[src/hw/rtl/rgl_pkg.sv]
package rgl_pkg;

    // Opcodes of an input beat
    localparam logic [1:0] OP_ABNORMAL  = 2'd0;
    localparam logic [1:0] OP_CANDIDATE = 2'd1;
    localparam logic [1:0] OP_FINISH    = 2'd2;

    // Configuration register indexes
    localparam logic REG_INSERTION_POINT = 1'b0;
    localparam logic REG_MIN_QUALITY     = 1'b1;

    // Alignment flag bits
    localparam logic [15:0] FLAG_PAIRED      = 16'h0001;
    localparam logic [15:0] FLAG_PROPER_PAIR = 16'h0002;
    localparam logic [15:0] FLAG_UNMAPPED    = 16'h0004;
    localparam logic [15:0] FLAG_MATE_UNMAP  = 16'h0008;
    localparam logic [15:0] FLAG_DUPLICATE   = 16'h0400;
    localparam logic [15:0] FLAG_SUPPLEMENT  = 16'h0800;

    // Accumulator entry addresses
    localparam logic CLS_ABN  = 1'b0;
    localparam logic CLS_NORM = 1'b1;

    localparam int DEF_PLOIDY    = 2;
    localparam int DEF_COUNT_MAX = 65535;

    localparam int LLH_W     = 38;
    localparam int PHRED_W   = 24;
    localparam int COMP_W    = 16;

    // Sum magnitude ceiling, 2^37
    localparam logic [LLH_W-1:0] SUM_MAX   = 38'h20_0000_0000;
    localparam logic [LLH_W:0]   SUM_MAX_X = 39'h020_0000_0000;

    // round(-65536 * log10(1 - 10^(-q/10))), zero at q = 0 and from q = 48 up
    function automatic logic [COMP_W-1:0] comp_q16(input logic [7:0] q);
        logic [COMP_W-1:0] r;
        begin
            case (q)
                8'd1:    r = 16'd45012;
                8'd2:    r = 16'd28372;
                8'd3:    r = 16'd19796;
                8'd4:    r = 16'd14449;
                8'd5:    r = 16'd10819;
                8'd6:    r = 16'd8233;
                8'd7:    r = 16'd6334;
                8'd8:    r = 16'd4911;
                8'd9:    r = 16'd3830;
                8'd10:   r = 16'd2999;
                8'd11:   r = 16'd2356;
                8'd12:   r = 16'd1855;
                8'd13:   r = 16'd1463;
                8'd14:   r = 16'd1156;
                8'd15:   r = 16'd915;
                8'd16:   r = 16'd724;
                8'd17:   r = 16'd574;
                8'd18:   r = 16'd455;
                8'd19:   r = 16'd361;
                8'd20:   r = 16'd286;
                8'd21:   r = 16'd227;
                8'd22:   r = 16'd180;
                8'd23:   r = 16'd143;
                8'd24:   r = 16'd114;
                8'd25:   r = 16'd90;
                8'd26:   r = 16'd72;
                8'd27:   r = 16'd57;
                8'd28:   r = 16'd45;
                8'd29:   r = 16'd36;
                8'd30:   r = 16'd28;
                8'd31:   r = 16'd23;
                8'd32:   r = 16'd18;
                8'd33:   r = 16'd14;
                8'd34:   r = 16'd11;
                8'd35:   r = 16'd9;
                8'd36:   r = 16'd7;
                8'd37:   r = 16'd6;
                8'd38:   r = 16'd5;
                8'd39:   r = 16'd4;
                8'd40:   r = 16'd3;
                8'd41:   r = 16'd2;
                8'd42:   r = 16'd2;
                8'd43:   r = 16'd1;
                8'd44:   r = 16'd1;
                8'd45:   r = 16'd1;
                8'd46:   r = 16'd1;
                8'd47:   r = 16'd1;
                default: r = 16'd0;
            endcase
            return r;
        end
    endfunction

    // round(65536 * log10(p)), p clamped to 8
    function automatic logic [15:0] log_ploidy_q16(input int p);
        logic [15:0] r;
        begin
            case (p)
                2:       r = 16'd19728;
                3:       r = 16'd31269;
                4:       r = 16'd39457;
                5:       r = 16'd45808;
                6:       r = 16'd50997;
                7:       r = 16'd55384;
                8:       r = 16'd59185;
                default: r = (p > 8) ? 16'd59185 : 16'd0;
            endcase
            return r;
        end
    endfunction

    // (q * 65536 + 5) / 10 = q * 6553 + (6q + 5) / 10; small quotient by reciprocal
    function automatic logic [PHRED_W-1:0] phred_q16(input logic [7:0] q);
        logic [10:0]        y;
        logic [26:0]        prod;
        logic [PHRED_W-1:0] base;
        begin
            y    = 11'(q) * 11'd6 + 11'd5;
            prod = 27'(y) * 27'd52429;
            base = 24'(q) * 24'd6553;
            return base + 24'(prod[26:19]);
        end
    endfunction

    function automatic logic [LLH_W-1:0] sat_add(input logic [LLH_W-1:0] a,
                                                 input logic [LLH_W-1:0] b);
        logic [LLH_W:0] s;
        begin
            s = {1'b0, a} + {1'b0, b};
            return (s > SUM_MAX_X) ? SUM_MAX : s[LLH_W-1:0];
        end
    endfunction

endpackage

[src/hw/rtl/read_genotype_likelihood.sv]
// Genotype likelihood accumulator: one beat accepted per clock while in_stall is low, any opcode.
// A finish beat is registered through stages 1 and 2, then queued, before out_valid shows its result.
// Results queue in a 4-deep buffer; in_stall rises only when 4 results are queued or pending.
// Accumulators live in a 2-entry synchronous RAM (abnormal, normal) with read-modify-write
// and write forwarding. Reset (rst_n low, async) clears config, entry valid bits and queue.
module read_genotype_likelihood #(
    parameter int PLOIDY    = rgl_pkg::DEF_PLOIDY,
    parameter int COUNT_MAX = rgl_pkg::DEF_COUNT_MAX
) (
    input  logic               clk,
    input  logic               rst_n,
    // configuration
    input  logic               cfg_write_en,
    input  logic               cfg_index,
    input  logic [30:0]        cfg_data,
    // input channel
    input  logic               in_valid,
    output logic               in_stall,
    input  logic [1:0]         opcode,
    input  logic [7:0]         quality,
    input  logic [15:0]        read_flags,
    input  logic [30:0]        read_pos,
    input  logic [30:0]        ref_length,
    // output channel
    output logic               out_valid,
    input  logic               out_stall,
    output logic signed [37:0] hom_ref_llh,
    output logic               hom_ref_neg_inf,
    output logic signed [37:0] het_llh,
    output logic signed [37:0] hom_alt_llh,
    output logic               hom_alt_neg_inf,
    output logic [15:0]        normal_count,
    output logic [15:0]        abnormal_count,
    output logic               count_overflow
);
    import rgl_pkg::*;

    localparam int CNT_W    = $clog2(COUNT_MAX + 1);
    localparam int TOT_W    = CNT_W + 1;
    localparam int PROD_W   = TOT_W + 16;
    localparam int CX_W     = (CNT_W > 16) ? CNT_W : 16;
    localparam int OQ_DEPTH = 4;
    localparam int OQ_AW    = 2;

    localparam logic [CNT_W-1:0] CMAX       = CNT_W'(COUNT_MAX);
    localparam logic [15:0]      LOG_PLOIDY = log_ploidy_q16(PLOIDY);

    typedef struct packed {
        logic [LLH_W-1:0] phred;
        logic [LLH_W-1:0] comp;
        logic             zero;
        logic [CNT_W-1:0] cnt;
    } entry_t;

    typedef struct packed {
        logic [LLH_W-1:0] ref_llh;
        logic             ref_inf;
        logic [LLH_W-1:0] het;
        logic [LLH_W-1:0] alt_llh;
        logic             alt_inf;
        logic [15:0]      norm_cnt;
        logic [15:0]      abn_cnt;
        logic             ovf;
    } result_t;

    // ---------------------------------------------------------------
    // Configuration registers
    // ---------------------------------------------------------------
    logic [30:0] insertion_point_reg;
    logic [7:0]  min_quality_reg;

    always_ff @(posedge clk or negedge rst_n)
    begin
        if (!rst_n)
        begin
            insertion_point_reg <= '0;
            min_quality_reg     <= '0;
        end
        else if (cfg_write_en)
        begin
            case (cfg_index)
                REG_INSERTION_POINT: insertion_point_reg <= cfg_data;
                REG_MIN_QUALITY:     min_quality_reg     <= cfg_data[7:0];
                default:             ;
            endcase
        end
    end

    // ---------------------------------------------------------------
    // Stage 0: read filter and score terms, launch the RAM read
    // ---------------------------------------------------------------
    logic        in_accept;
    logic        flags_ok;
    logic        span_ok;
    logic [31:0] span_end;
    logic        s0_we;
    logic        s0_fin;
    logic        rd_addr_a;

    assign in_accept = in_valid && !in_stall;

    assign flags_ok = ((read_flags & FLAG_PAIRED) != '0)
                   && ((read_flags & FLAG_PROPER_PAIR) != '0)
                   && ((read_flags & FLAG_UNMAPPED) == '0)
                   && ((read_flags & FLAG_MATE_UNMAP) == '0)
                   && ((read_flags & FLAG_DUPLICATE) == '0)
                   && ((read_flags & FLAG_SUPPLEMENT) == '0);

    // 1-based span [pos+1, pos+max(len,1)]
    assign span_end = {1'b0, read_pos}
                    + ((ref_length == '0) ? 32'd1 : {1'b0, ref_length});
    assign span_ok  = (insertion_point_reg > read_pos)
                   && ({1'b0, insertion_point_reg} <= span_end);

    always_comb
    begin
        s0_we  = 1'b0;
        s0_fin = 1'b0;
        case (opcode)
            OP_ABNORMAL:  s0_we  = 1'b1;
            OP_CANDIDATE: s0_we  = flags_ok && span_ok && (quality >= min_quality_reg);
            OP_FINISH:    s0_fin = 1'b1;
            default:      ;
        endcase
    end

    // port A: class of the beat (abnormal on finish); port B: the other entry
    assign rd_addr_a = (opcode == OP_CANDIDATE) ? CLS_NORM : CLS_ABN;

    logic               s1_we_reg;
    logic               s1_fin_reg;
    logic               s1_cls_reg;
    logic [PHRED_W-1:0] s1_phred_reg;
    logic [COMP_W-1:0]  s1_comp_reg;
    logic               s1_zero_reg;

    always_ff @(posedge clk or negedge rst_n)
    begin
        if (!rst_n)
        begin
            s1_we_reg  <= 1'b0;
            s1_fin_reg <= 1'b0;
        end
        else
        begin
            s1_we_reg  <= in_accept && s0_we;
            s1_fin_reg <= in_accept && s0_fin;
        end
    end

    always_ff @(posedge clk)
    begin
        s1_cls_reg   <= rd_addr_a;
        s1_phred_reg <= phred_q16(quality);
        s1_comp_reg  <= comp_q16(quality);
        s1_zero_reg  <= (quality == '0);
    end

    // ---------------------------------------------------------------
    // Accumulator RAM: 2 entries, 1 write, 2 registered reads
    // ---------------------------------------------------------------
    entry_t acc_mem [0:1];
    entry_t rd_a_reg;
    entry_t rd_b_reg;
    entry_t wr_data;
    logic   mem_we;

    always_ff @(posedge clk)
    begin
        rd_a_reg <= acc_mem[rd_addr_a];
        rd_b_reg <= acc_mem[~rd_addr_a];
        if (mem_we)
        begin
            acc_mem[s1_cls_reg] <= wr_data;
        end
    end

    // Entry valid bits: cleared by reset and by finish, invalid reads as zero.
    // The last write is registered to cover the read issued on the same edge.
    logic [1:0] ent_valid_reg;
    logic [1:0] ent_valid_next;
    logic       wb_valid_reg;
    logic       wb_addr_reg;
    entry_t     wb_data_reg;
    logic       saturated_reg;
    logic       saturated_next;

    entry_t ent_a;
    entry_t ent_b;
    entry_t abn_e;
    entry_t norm_e;

    always_comb
    begin
        if (wb_valid_reg && (wb_addr_reg == s1_cls_reg))
            ent_a = wb_data_reg;
        else if (ent_valid_reg[s1_cls_reg])
            ent_a = rd_a_reg;
        else
            ent_a = '0;

        if (wb_valid_reg && (wb_addr_reg == ~s1_cls_reg))
            ent_b = wb_data_reg;
        else if (ent_valid_reg[~s1_cls_reg])
            ent_b = rd_b_reg;
        else
            ent_b = '0;
    end

    // on finish, port A holds the abnormal entry
    assign abn_e  = ent_a;
    assign norm_e = ent_b;

    // ---------------------------------------------------------------
    // Stage 1: read-modify-write, or gather sums on finish
    // ---------------------------------------------------------------
    logic [CNT_W-1:0] cnt_inc;
    logic             cnt_hit;

    always_comb
    begin
        if (ent_a.cnt >= CMAX)
            cnt_inc = CMAX;
        else
            cnt_inc = ent_a.cnt + CNT_W'(1);
        cnt_hit = (cnt_inc == CMAX);

        wr_data.phred = sat_add(ent_a.phred, LLH_W'(s1_phred_reg));
        wr_data.comp  = sat_add(ent_a.comp, LLH_W'(s1_comp_reg));
        wr_data.zero  = ent_a.zero || s1_zero_reg;
        wr_data.cnt   = cnt_inc;
    end

    assign mem_we = s1_we_reg;

    always_comb
    begin
        ent_valid_next = ent_valid_reg;
        saturated_next = saturated_reg;
        if (s1_fin_reg)
        begin
            ent_valid_next = '0;
            saturated_next = 1'b0;
        end
        else if (s1_we_reg)
        begin
            ent_valid_next[s1_cls_reg] = 1'b1;
            saturated_next             = saturated_reg || cnt_hit;
        end
    end

    always_ff @(posedge clk or negedge rst_n)
    begin
        if (!rst_n)
        begin
            ent_valid_reg <= '0;
            saturated_reg <= 1'b0;
            wb_valid_reg  <= 1'b0;
        end
        else
        begin
            ent_valid_reg <= ent_valid_next;
            saturated_reg <= saturated_next;
            wb_valid_reg  <= s1_we_reg;
        end
    end

    always_ff @(posedge clk)
    begin
        wb_addr_reg <= s1_cls_reg;
        wb_data_reg <= wr_data;
    end

    logic              s2_fin_reg;
    logic [LLH_W:0]    s2_ref_sum_reg;
    logic [LLH_W:0]    s2_alt_sum_reg;
    logic [PROD_W-1:0] s2_het_prod_reg;
    logic              s2_norm_zero_reg;
    logic              s2_abn_zero_reg;
    logic [CNT_W-1:0]  s2_norm_cnt_reg;
    logic [CNT_W-1:0]  s2_abn_cnt_reg;
    logic              s2_sat_reg;
    logic [TOT_W-1:0]  tot;

    assign tot = {1'b0, abn_e.cnt} + {1'b0, norm_e.cnt};

    always_ff @(posedge clk or negedge rst_n)
    begin
        if (!rst_n)
            s2_fin_reg <= 1'b0;
        else
            s2_fin_reg <= s1_fin_reg;
    end

    always_ff @(posedge clk)
    begin
        s2_ref_sum_reg   <= {1'b0, abn_e.phred} + {1'b0, norm_e.comp};
        s2_alt_sum_reg   <= {1'b0, norm_e.phred} + {1'b0, abn_e.comp};
        s2_het_prod_reg  <= PROD_W'(tot) * PROD_W'(LOG_PLOIDY);
        s2_norm_zero_reg <= norm_e.zero;
        s2_abn_zero_reg  <= abn_e.zero;
        s2_norm_cnt_reg  <= norm_e.cnt;
        s2_abn_cnt_reg   <= abn_e.cnt;
        s2_sat_reg       <= saturated_reg;
    end

    // ---------------------------------------------------------------
    // Stage 2: clamp, negate, clip counts
    // ---------------------------------------------------------------
    logic [LLH_W-1:0] ref_mag;
    logic [LLH_W-1:0] alt_mag;
    logic [LLH_W-1:0] het_mag;
    logic [CX_W-1:0]  norm_cx;
    logic [CX_W-1:0]  abn_cx;
    logic             norm_clip;
    logic             abn_clip;
    result_t          res;

    always_comb
    begin
        if (s2_norm_zero_reg || (s2_ref_sum_reg > SUM_MAX_X))
            ref_mag = SUM_MAX;
        else
            ref_mag = s2_ref_sum_reg[LLH_W-1:0];

        if (s2_abn_zero_reg || (s2_alt_sum_reg > SUM_MAX_X))
            alt_mag = SUM_MAX;
        else
            alt_mag = s2_alt_sum_reg[LLH_W-1:0];

        if ((LLH_W+1)'(s2_het_prod_reg) > SUM_MAX_X)
            het_mag = SUM_MAX;
        else
            het_mag = LLH_W'(s2_het_prod_reg);

        norm_cx   = CX_W'(s2_norm_cnt_reg);
        abn_cx    = CX_W'(s2_abn_cnt_reg);
        norm_clip = norm_cx > CX_W'(16'hFFFF);
        abn_clip  = abn_cx > CX_W'(16'hFFFF);

        res.ref_llh  = LLH_W'(0) - ref_mag;
        res.ref_inf  = s2_norm_zero_reg;
        res.het      = LLH_W'(0) - het_mag;
        res.alt_llh  = LLH_W'(0) - alt_mag;
        res.alt_inf  = s2_abn_zero_reg;
        res.norm_cnt = norm_clip ? 16'hFFFF : norm_cx[15:0];
        res.abn_cnt  = abn_clip ? 16'hFFFF : abn_cx[15:0];
        res.ovf      = s2_sat_reg || norm_clip || abn_clip;
    end

    // ---------------------------------------------------------------
    // Result queue
    // ---------------------------------------------------------------
    result_t          oq_mem [0:OQ_DEPTH-1];
    logic [OQ_AW-1:0] oq_wr_ptr_reg;
    logic [OQ_AW-1:0] oq_rd_ptr_reg;
    logic [OQ_AW:0]   oq_occ_reg;
    logic [OQ_AW:0]   oq_occ_next;
    logic             oq_pop;
    logic [OQ_AW+1:0] oq_commit;
    result_t          head;

    assign oq_pop = out_valid && !out_stall;

    // queued results plus finish beats still in the pipe
    assign oq_commit = (OQ_AW+2)'(oq_occ_reg) + (OQ_AW+2)'(s1_fin_reg)
                     + (OQ_AW+2)'(s2_fin_reg);
    assign in_stall  = oq_commit >= (OQ_AW+2)'(OQ_DEPTH);

    always_comb
    begin
        oq_occ_next = oq_occ_reg;
        if (s2_fin_reg && !oq_pop)
            oq_occ_next = oq_occ_reg + (OQ_AW+1)'(1);
        else if (!s2_fin_reg && oq_pop)
            oq_occ_next = oq_occ_reg - (OQ_AW+1)'(1);
    end

    always_ff @(posedge clk or negedge rst_n)
    begin
        if (!rst_n)
        begin
            oq_wr_ptr_reg <= '0;
            oq_rd_ptr_reg <= '0;
            oq_occ_reg    <= '0;
        end
        else
        begin
            oq_occ_reg <= oq_occ_next;
            if (s2_fin_reg)
                oq_wr_ptr_reg <= oq_wr_ptr_reg + OQ_AW'(1);
            if (oq_pop)
                oq_rd_ptr_reg <= oq_rd_ptr_reg + OQ_AW'(1);
        end
    end

    always_ff @(posedge clk)
    begin
        if (s2_fin_reg)
            oq_mem[oq_wr_ptr_reg] <= res;
    end

    assign head            = oq_mem[oq_rd_ptr_reg];
    assign out_valid       = (oq_occ_reg != '0);
    assign hom_ref_llh     = head.ref_llh;
    assign hom_ref_neg_inf = head.ref_inf;
    assign het_llh         = head.het;
    assign hom_alt_llh     = head.alt_llh;
    assign hom_alt_neg_inf = head.alt_inf;
    assign normal_count    = head.norm_cnt;
    assign abnormal_count  = head.abn_cnt;
    assign count_overflow  = head.ovf;

endmodule

[config.mk]
export PLATFORM = sky130hd
export DESIGN_NAME = read_genotype_likelihood
export DESIGN_NICKNAME = d
export VERILOG_FILES = /design/src/hw/rtl/rgl_pkg.sv /design/src/hw/rtl/read_genotype_likelihood.sv
export SDC_FILE = /design/constraint.sdc
export NUM_CORES = 2
export LEC_CHECK = 0
export BUFFER_PORTS_ARGS = -buffer_cell sky130_fd_sc_hd__buf_2
export CAP_MARGIN = 20
export CORE_ASPECT_RATIO = 2
export CORE_MARGIN = 5
export CORE_UTILIZATION = 50
export DETAILED_ROUTE_END_ITERATION = 7
export HOLD_SLACK_MARGIN = 0.05
export PLACE_DENSITY = 0.69
export SLEW_MARGIN = 5
export SYNTH_ARGS = -nofsm -noshare
export SYNTH_HDL_FRONTEND = slang
export SYNTH_SLANG_ARGS = --single-unit
[constraint.sdc]
create_clock -name clk -period 7.9 [get_ports clk]
set_clock_uncertainty 0.05 [all_clocks]
set_input_delay 0.79 -clock clk [delete_from_list [all_inputs] [get_ports clk]]
set_output_delay 0.79 -clock clk [all_outputs]
set_load 0.1 [all_outputs]
==> After elaboration in Yosys (flattened, before gate mapping) <==
Memory sizes are Yosys's and may differ from the RTL's. A register that Yosys moved wholly into a read port is not among the register bits.
Cells that the tools add are included.
{ "totals": {"reg_bits": 312, "ramBits": 782, "rom_bits": 1024, "input_bits": 125, "output_inout_bits": 151, "wordCells": 147, "memories": 3} }
{ "memory_table": {"columns": ["memory", "words", "word_bits", "read_ports", "rd_clocked_by_memory_dff", "write_ports", "line_no", "text"], "rows": [
  ["(name not given)", 64, 16, 1, 1, 0, "rgl_pkg.sv:39", "case (q)"],
  ["oq_mem", 4, 149, 1, 0, 1, "read_genotype_likelihood.sv:354", "result_t oq_mem [0:OQ_DEPTH-1];"],
  ["acc_mem", 2, 93, 2, 2, 1, "read_genotype_likelihood.sv:162", "entry_t acc_mem [0:1];"]
]} }
{ "classes": {"n_addsub": 18, "mul": 4, "n_lt_le_gt_ge": 14, "n_eq_ne": 5, "muxes": 31, "bitwise": 4, "n_reduce_logical": 41} }
{ "op_table": {"columns": ["op", "count"], "rows": [
  ["2-to-1 mux 93 bit", 4],
  ["> comparator 39 x 38 -> 1 bit, second input constant", 4],
  ["2-to-1 mux 38 bit", 4],
  ["adder 38 x 38 -> 39 bit", 2],
  ["subtractor 1 x 38 -> 38 bit, first input constant", 2],
  ["logical NOT 16 bit", 4],
  ["2-to-1 mux 16 bit", 3],
  ["adder 38 x 16 -> 39 bit", 1],
  ["adder 38 x 22 -> 39 bit", 1],
  ["subtractor 1 x 32 -> 33 bit, first input constant", 1],
  ["adder 31 x 31 -> 32 bit", 1],
  ["> comparator 16 bit, second input constant", 2],
  ["<= comparator 31 x 32 -> 1 bit", 1],
  ["> comparator 31 bit", 1],
  ["logical NOT 31 bit", 1],
  ["2-to-1 mux 31 bit", 1],
  ["multiplier 17 x 11 -> 28 bit, second input constant", 1],
  ["multiplier 11 x 16 -> 27 bit, second input constant", 1],
  ["adder 21 x 8 -> 22 bit", 1],
  ["multiplier 8 x 13 -> 21 bit, second input constant", 1],
  ["adder 16 x 16 -> 17 bit", 1],
  ["logical AND 1 bit", 17],
  ["adder 16 x 1 -> 16 bit, second input constant", 1],
  ["== test 16 bit, second input constant", 1],
  ["29 further kinds", 60]
]} }

==> Depth between registers and ports, before layout <==
{ "depth": {"word_depth": 10, "depth_mapped": 51, "ltp_nobuf": 51} }

==> Worst setup path before layout <==
Ideal clock, no wire load.
{ "synth_path": {"path_kind": "input to register", "from": "input port quality[3]", "to": "register s1_phred_reg[21]", "setup_ns": 0.115, "arrival_ns": 10.736, "required_time_ns": 7.735, "path_slack_ns": -3.001, "cell_stages": 45, "path_buffers": 1, "path_cell_list": "inv_1 clkbuf_1 ha_1 a21oi_1 o21bai_1 a21oi_1 xnor2_1 and4_1 nand2_1 o21ai_0 nand3_1 a211o_1 ha_1 inv_1 fa_1 fa_1 fa_1 fa_1 (+9 left out) o21bai_1 xnor2_1 ha_1 ha_1 fa_1 inv_1 fa_1 inv_1 ha_1 a21boi_0 o21ai_0 a21boi_0 o21ai_0 a21oi_1 o211ai_1 a31oi_1 xor2_1 and2_1"} }
{ "synth_between": {"elab_chain_cells": 4, "word_cells_on_any_way": 5, "classes_between": "2 x add/sub; 3 x mul"} }
{ "synth_rtl": {"columns": ["element", "line_no", "text"], "rows": [
  ["start: declaration", "read_genotype_likelihood.sv:20", "input logic [7:0] quality,"],
  ["multiplier 8 x 2 -> 10 bit", "rgl_pkg.sv:117", "y = 11'(q) * 11'd6 + 11'd5;"],
  ["adder 11 x 3 -> 11 bit", "rgl_pkg.sv:117", null],
  ["multiplier 11 x 16 -> 27 bit", "rgl_pkg.sv:118", "prod = 27'(y) * 27'd52429;"],
  ["adder 21 x 8 -> 22 bit *", "rgl_pkg.sv:120", "return base + 24'(prod[26:19]);"],
  ["end signal: assignment", "read_genotype_likelihood.sv:154", "s1_phred_reg <= phred_q16(quality);"],
  ["end: declaration", "read_genotype_likelihood.sv:133", "logic [PHRED_W-1:0] s1_phred_reg;"]
]} }
Every way passes the cells marked *; elsewhere a longest branch is shown, timed or not.
A chain may end at the register's enable or synchronous reset.

==> Final worst setup path <==
{ "layout_path": {"from": "input port quality[1]", "to": "register s1_phred_reg[21]"} }
The elaborated chain is that of the path after synthesis.

==> summary.md <==
| Metric | Value |
|---|---|
| Largest buffer count on any clock path | 3 |
| # port buffers | 261 |
| Crit path time final | 10.07 ns |
| Arrival time of data at the critical path endpoint | 10.63 ns |
| Final RePlAce weighted congestion | just over 0.9 |
| HP Class | in2async |
| Starting utilization of the core area | 50.2% |
| Startpoint-to-endpoint class of the critical path | in2reg |
| Die Y-Extent | 512 um |
| Flip-flop count of the largest register, all copies and words added | 560 |
| End of the critical path | s1_phred_reg[21]$_DFF_P_ |
| Worst skew pair latency | 0.72 ns |
| Portion of the clock cycle consumed by the worst path in the final layout | 127% |
| Sequential cell area in the final layout | roughly 33000 sq um |
| Worst setup EP type | flip-flop |
| Final core area utilization | 57.2% |
| Number of buffers created by CTS | 106 |
| Result of the run | finished with violations |
| Netlist area before placement | ~63000 sq um |
| Overflow after GRT | 0 |
| Clk Tree Root Cell | clkbuf_16 |
| Predominant post-synthesis flop cell | edfxtp_1 |
| Count of final hold-check violations | 0 |
| Core Area | 125000 sq um |
| Number of enable flip-flop cells after synthesis | roughly 750 |
| Number of nets with antenna violations after detailed routing | 0 |
| Net total in the final layout | 6670 |
| Warnings, synthesis | 0 |
| Sequential share of the synthesized area | 52.3% |
| Number of instances in the synthesized netlist | around 5600 |
| Data required time at the worst endpoint | 8.47 ns |
| Largest stage delay on the critical path | about 0.58 ns |
| Slew at the pin closest to its max-slew limit | 1.09 ns |
| Worst Hold Slack | 0.209 ns |
| Unrepaired setup endpoints after global routing | yes |
| DR iter-0 viols | 2754 |
| Reg2Reg Depth | 31 |
| CTS clock-pin slew for the worst setup and hold paths | 0.07 ns |
| Launching element type of the critical path | primary input |
| Most used cell, CP | ha_4 |
| Largest fanout on the critical path | 4 |
| Ys async rst share | 4.21% |
| P&R area growth vs syn | 14.0% |
| Number of antenna violations at the first check in global routing | 6 |
| Number of vias per cell | 5.63 |
| WL/cell | 20.7 um |
| Pins over their slew limit | 0 |
| Total routing resource utilization after global routing | 23.7% |
| CP Launch Point | quality[1] |
| Total of max-cap violations | 0 |
| Area of the die | between 100000 and 150000 sq um |
| Clk sink count | 1260 |
| Highest-delay cell along the critical path | fa_1 |
| I/O pin count | roughly 280 |
| Area taken by multi-input logic gates | approximately 29000 sq um |
| Final Routed Wirelength | 160 mm |
| Violated checks | negative setup slack |
| Total via count in the routed design | roughly 44000 |
| Number of global-route vias before repair | 45600 |
| Fill cell count | 10300 |
| First-pass GRT wire length | between 200 and 250 mm |
| H-tree depth | 3 |
| Post-layout worst setup margin | -2.17 ns |
| FF-to-FF setup slack | 0.36 ns |
| Worst reg2reg endpoint | s2_het_prod_reg[30]$_DFF_P_ |
| Average cell area after synthesis | 11.3 sq um |
| Post-synth cell types | 90 |
| Slew HR | a little over a quarter |
| Fraction of final layout cells with drive strength greater than 1 | 16.7% |
| Startpoint of the worst register-to-register path | s1_cls_reg$_DFF_P_ |
| Number of DRC violations after detailed routing | 0 |
| Detailed placer's ending HPWL | between 100 and 150 mm |
| Total setup violations reported at the end of the flow | 19 |
| TritonCTS clock tree | done |
| Max Freq | 0.0993 GHz |
| Number of placement rows | 184 |
| Die X | 261 um |
| Largest registers | oq_mem (560), acc_mem (186) |
| Count of state elements after synthesis | 1260 |
| Register ranked first by flip-flop count | oq_mem |
| Number of detailed-routing iterations run before antenna repair | 6 |
| Area after detailed placement | 67200 sq um |
| Final non-filler cell area | 71800 sq um |
| Largest net degree at the start of global routing | 115 |
[critical path, delay by kind of cell]
kind            cells  cell delay (ns)
fa+ha+maj          13             4.64
compound gates     14             2.53
simple gates       12             1.98
xor+xnor            2             0.34
buf+inv             5             0.30
[layout by cell type, fill, tap and decap left out, types with 48 or more instances in the layout]
cell	Yosys	routed
dfxtp_1	461	460
nor3_1	83	83
ha_1	482	454
nor2_1	282	273
dfrtp_1	53	51
o21a_1	48	48
nand3_1	247	246
xnor2_1	176	168
inv_1	303	284
a21oi_1	212	200
o21ai_0	154	143
a31oi_1	57	57
mux4_2	140	140
buf_4	10	207
a21o_1	103	103
fa_1	99	92
edfxtp_1	746	746
buf_2	14	259
xor2_1	113	112
nand2_1	1044	1037
clkbuf_16	0	109
[cells in the mapped netlist, drive strengths merged, types with 104 or more instances]
cell type  instances  share of area, %
clkbuf           157              0.94
dfxtp            461                15
a21oi            213               1.7
inv              304               1.8
xnor2            176               2.4
ha               482               9.6
o21ai            165               1.3
a21o             104               1.2
edfxtp           746                36
nand2           1044               6.2
nor2             282               1.7
mux4             140               5.0
xor2             113               1.6
nand3            248               2.0
[cells by family (layout without fill, tap and decap cells)]
kind of cell             after synthesis  in the layout  share of synthesized area [%]
other                                  1              7                        0.00596
AND/OR/NAND/NOR                     1971           1971                           13.9
buffers and inverters                535            994                           3.31
flip-flops                          1260           1260                           52.3
AO/OA/AOI/OAI                        770            770                           7.84
XOR/XNOR                             289            289                           4.02
adder cells (fa/ha/maj)              581            581                           12.7
multiplexers                         189            189                           5.87
[worst min-delay path by stage]
| stage | startpoint | to | slack (ns) | cells past startpoint |
|---|---|---|---|---|
| 6_report | rst_n | insertion_point_reg[17]$_DFFE_PN0P_ | 0.21 | 2 |
| 5_1_grt | cfg_data[10] | insertion_point_reg[10]$_DFFE_PN0P_ | 0.23 | 2 |
| 4_1_cts | rst_n | insertion_point_reg[17]$_DFFE_PN0P_ | 0.17 | 2 |
| 3_5_place_dp | saturated_reg$_DFFE_PN0P_ | s2_sat_reg$_DFF_P_ | 0.34 | 0 |
| 3_3_place_gp | saturated_reg$_DFFE_PN0P_ | s2_sat_reg$_DFF_P_ | 0.35 | 0 |
| 2_1_floorplan | s1_cls_reg$_DFF_P_ | wb_addr_reg$_DFF_P_ | 0.28 | 0 |
[timing repair]
item	in CTS	in global routing
pin swaps	65	52
setup buffers	24	11
gates cloned	0	0
resized for setup	73	68
hold buffers	0	0
endpoints found under the setup margin	19	22
endpoints found under the hold margin	0	0
[metal layers]
layer / share of wire [%] / track usage, % / vias up
met3: 4.2 / 2.71 / 429
met5: 0 / 0 / -
met4: 6.7 / 13.4 / 0
li1: - / - / 20600
met1: 35 / 24.9 / 21300
met2: 54 / 45.0 / 1257
[area by class of cell]
cell class,instances,area share [%]
timing repair buffer,486,4.37
tap,1674,2.92
multi-input combinational,3804,40.0
sequential,1260,45.9
inverter,306,1.62
clock buffer,133,4.03
clock inverter,69,1.15
antenna,3,0.0105
[metrics by stage]
stage          setup TNS [ns]  instances  setup WS (ns)
2_1_floorplan          -33.54       5599          -2.39
3_3_place_gp           -56.78       7498          -3.63
3_5_place_dp           -58.28       7499          -3.75
4_1_cts                -30.17       7724          -2.16
5_1_grt                -34.79       7735          -2.50
6_report               -29.77       7735          -2.17
Power is left out: the tool's default activity adds up to more than one toggle a clock period on the data nets, which glitch-free logic cannot reach.
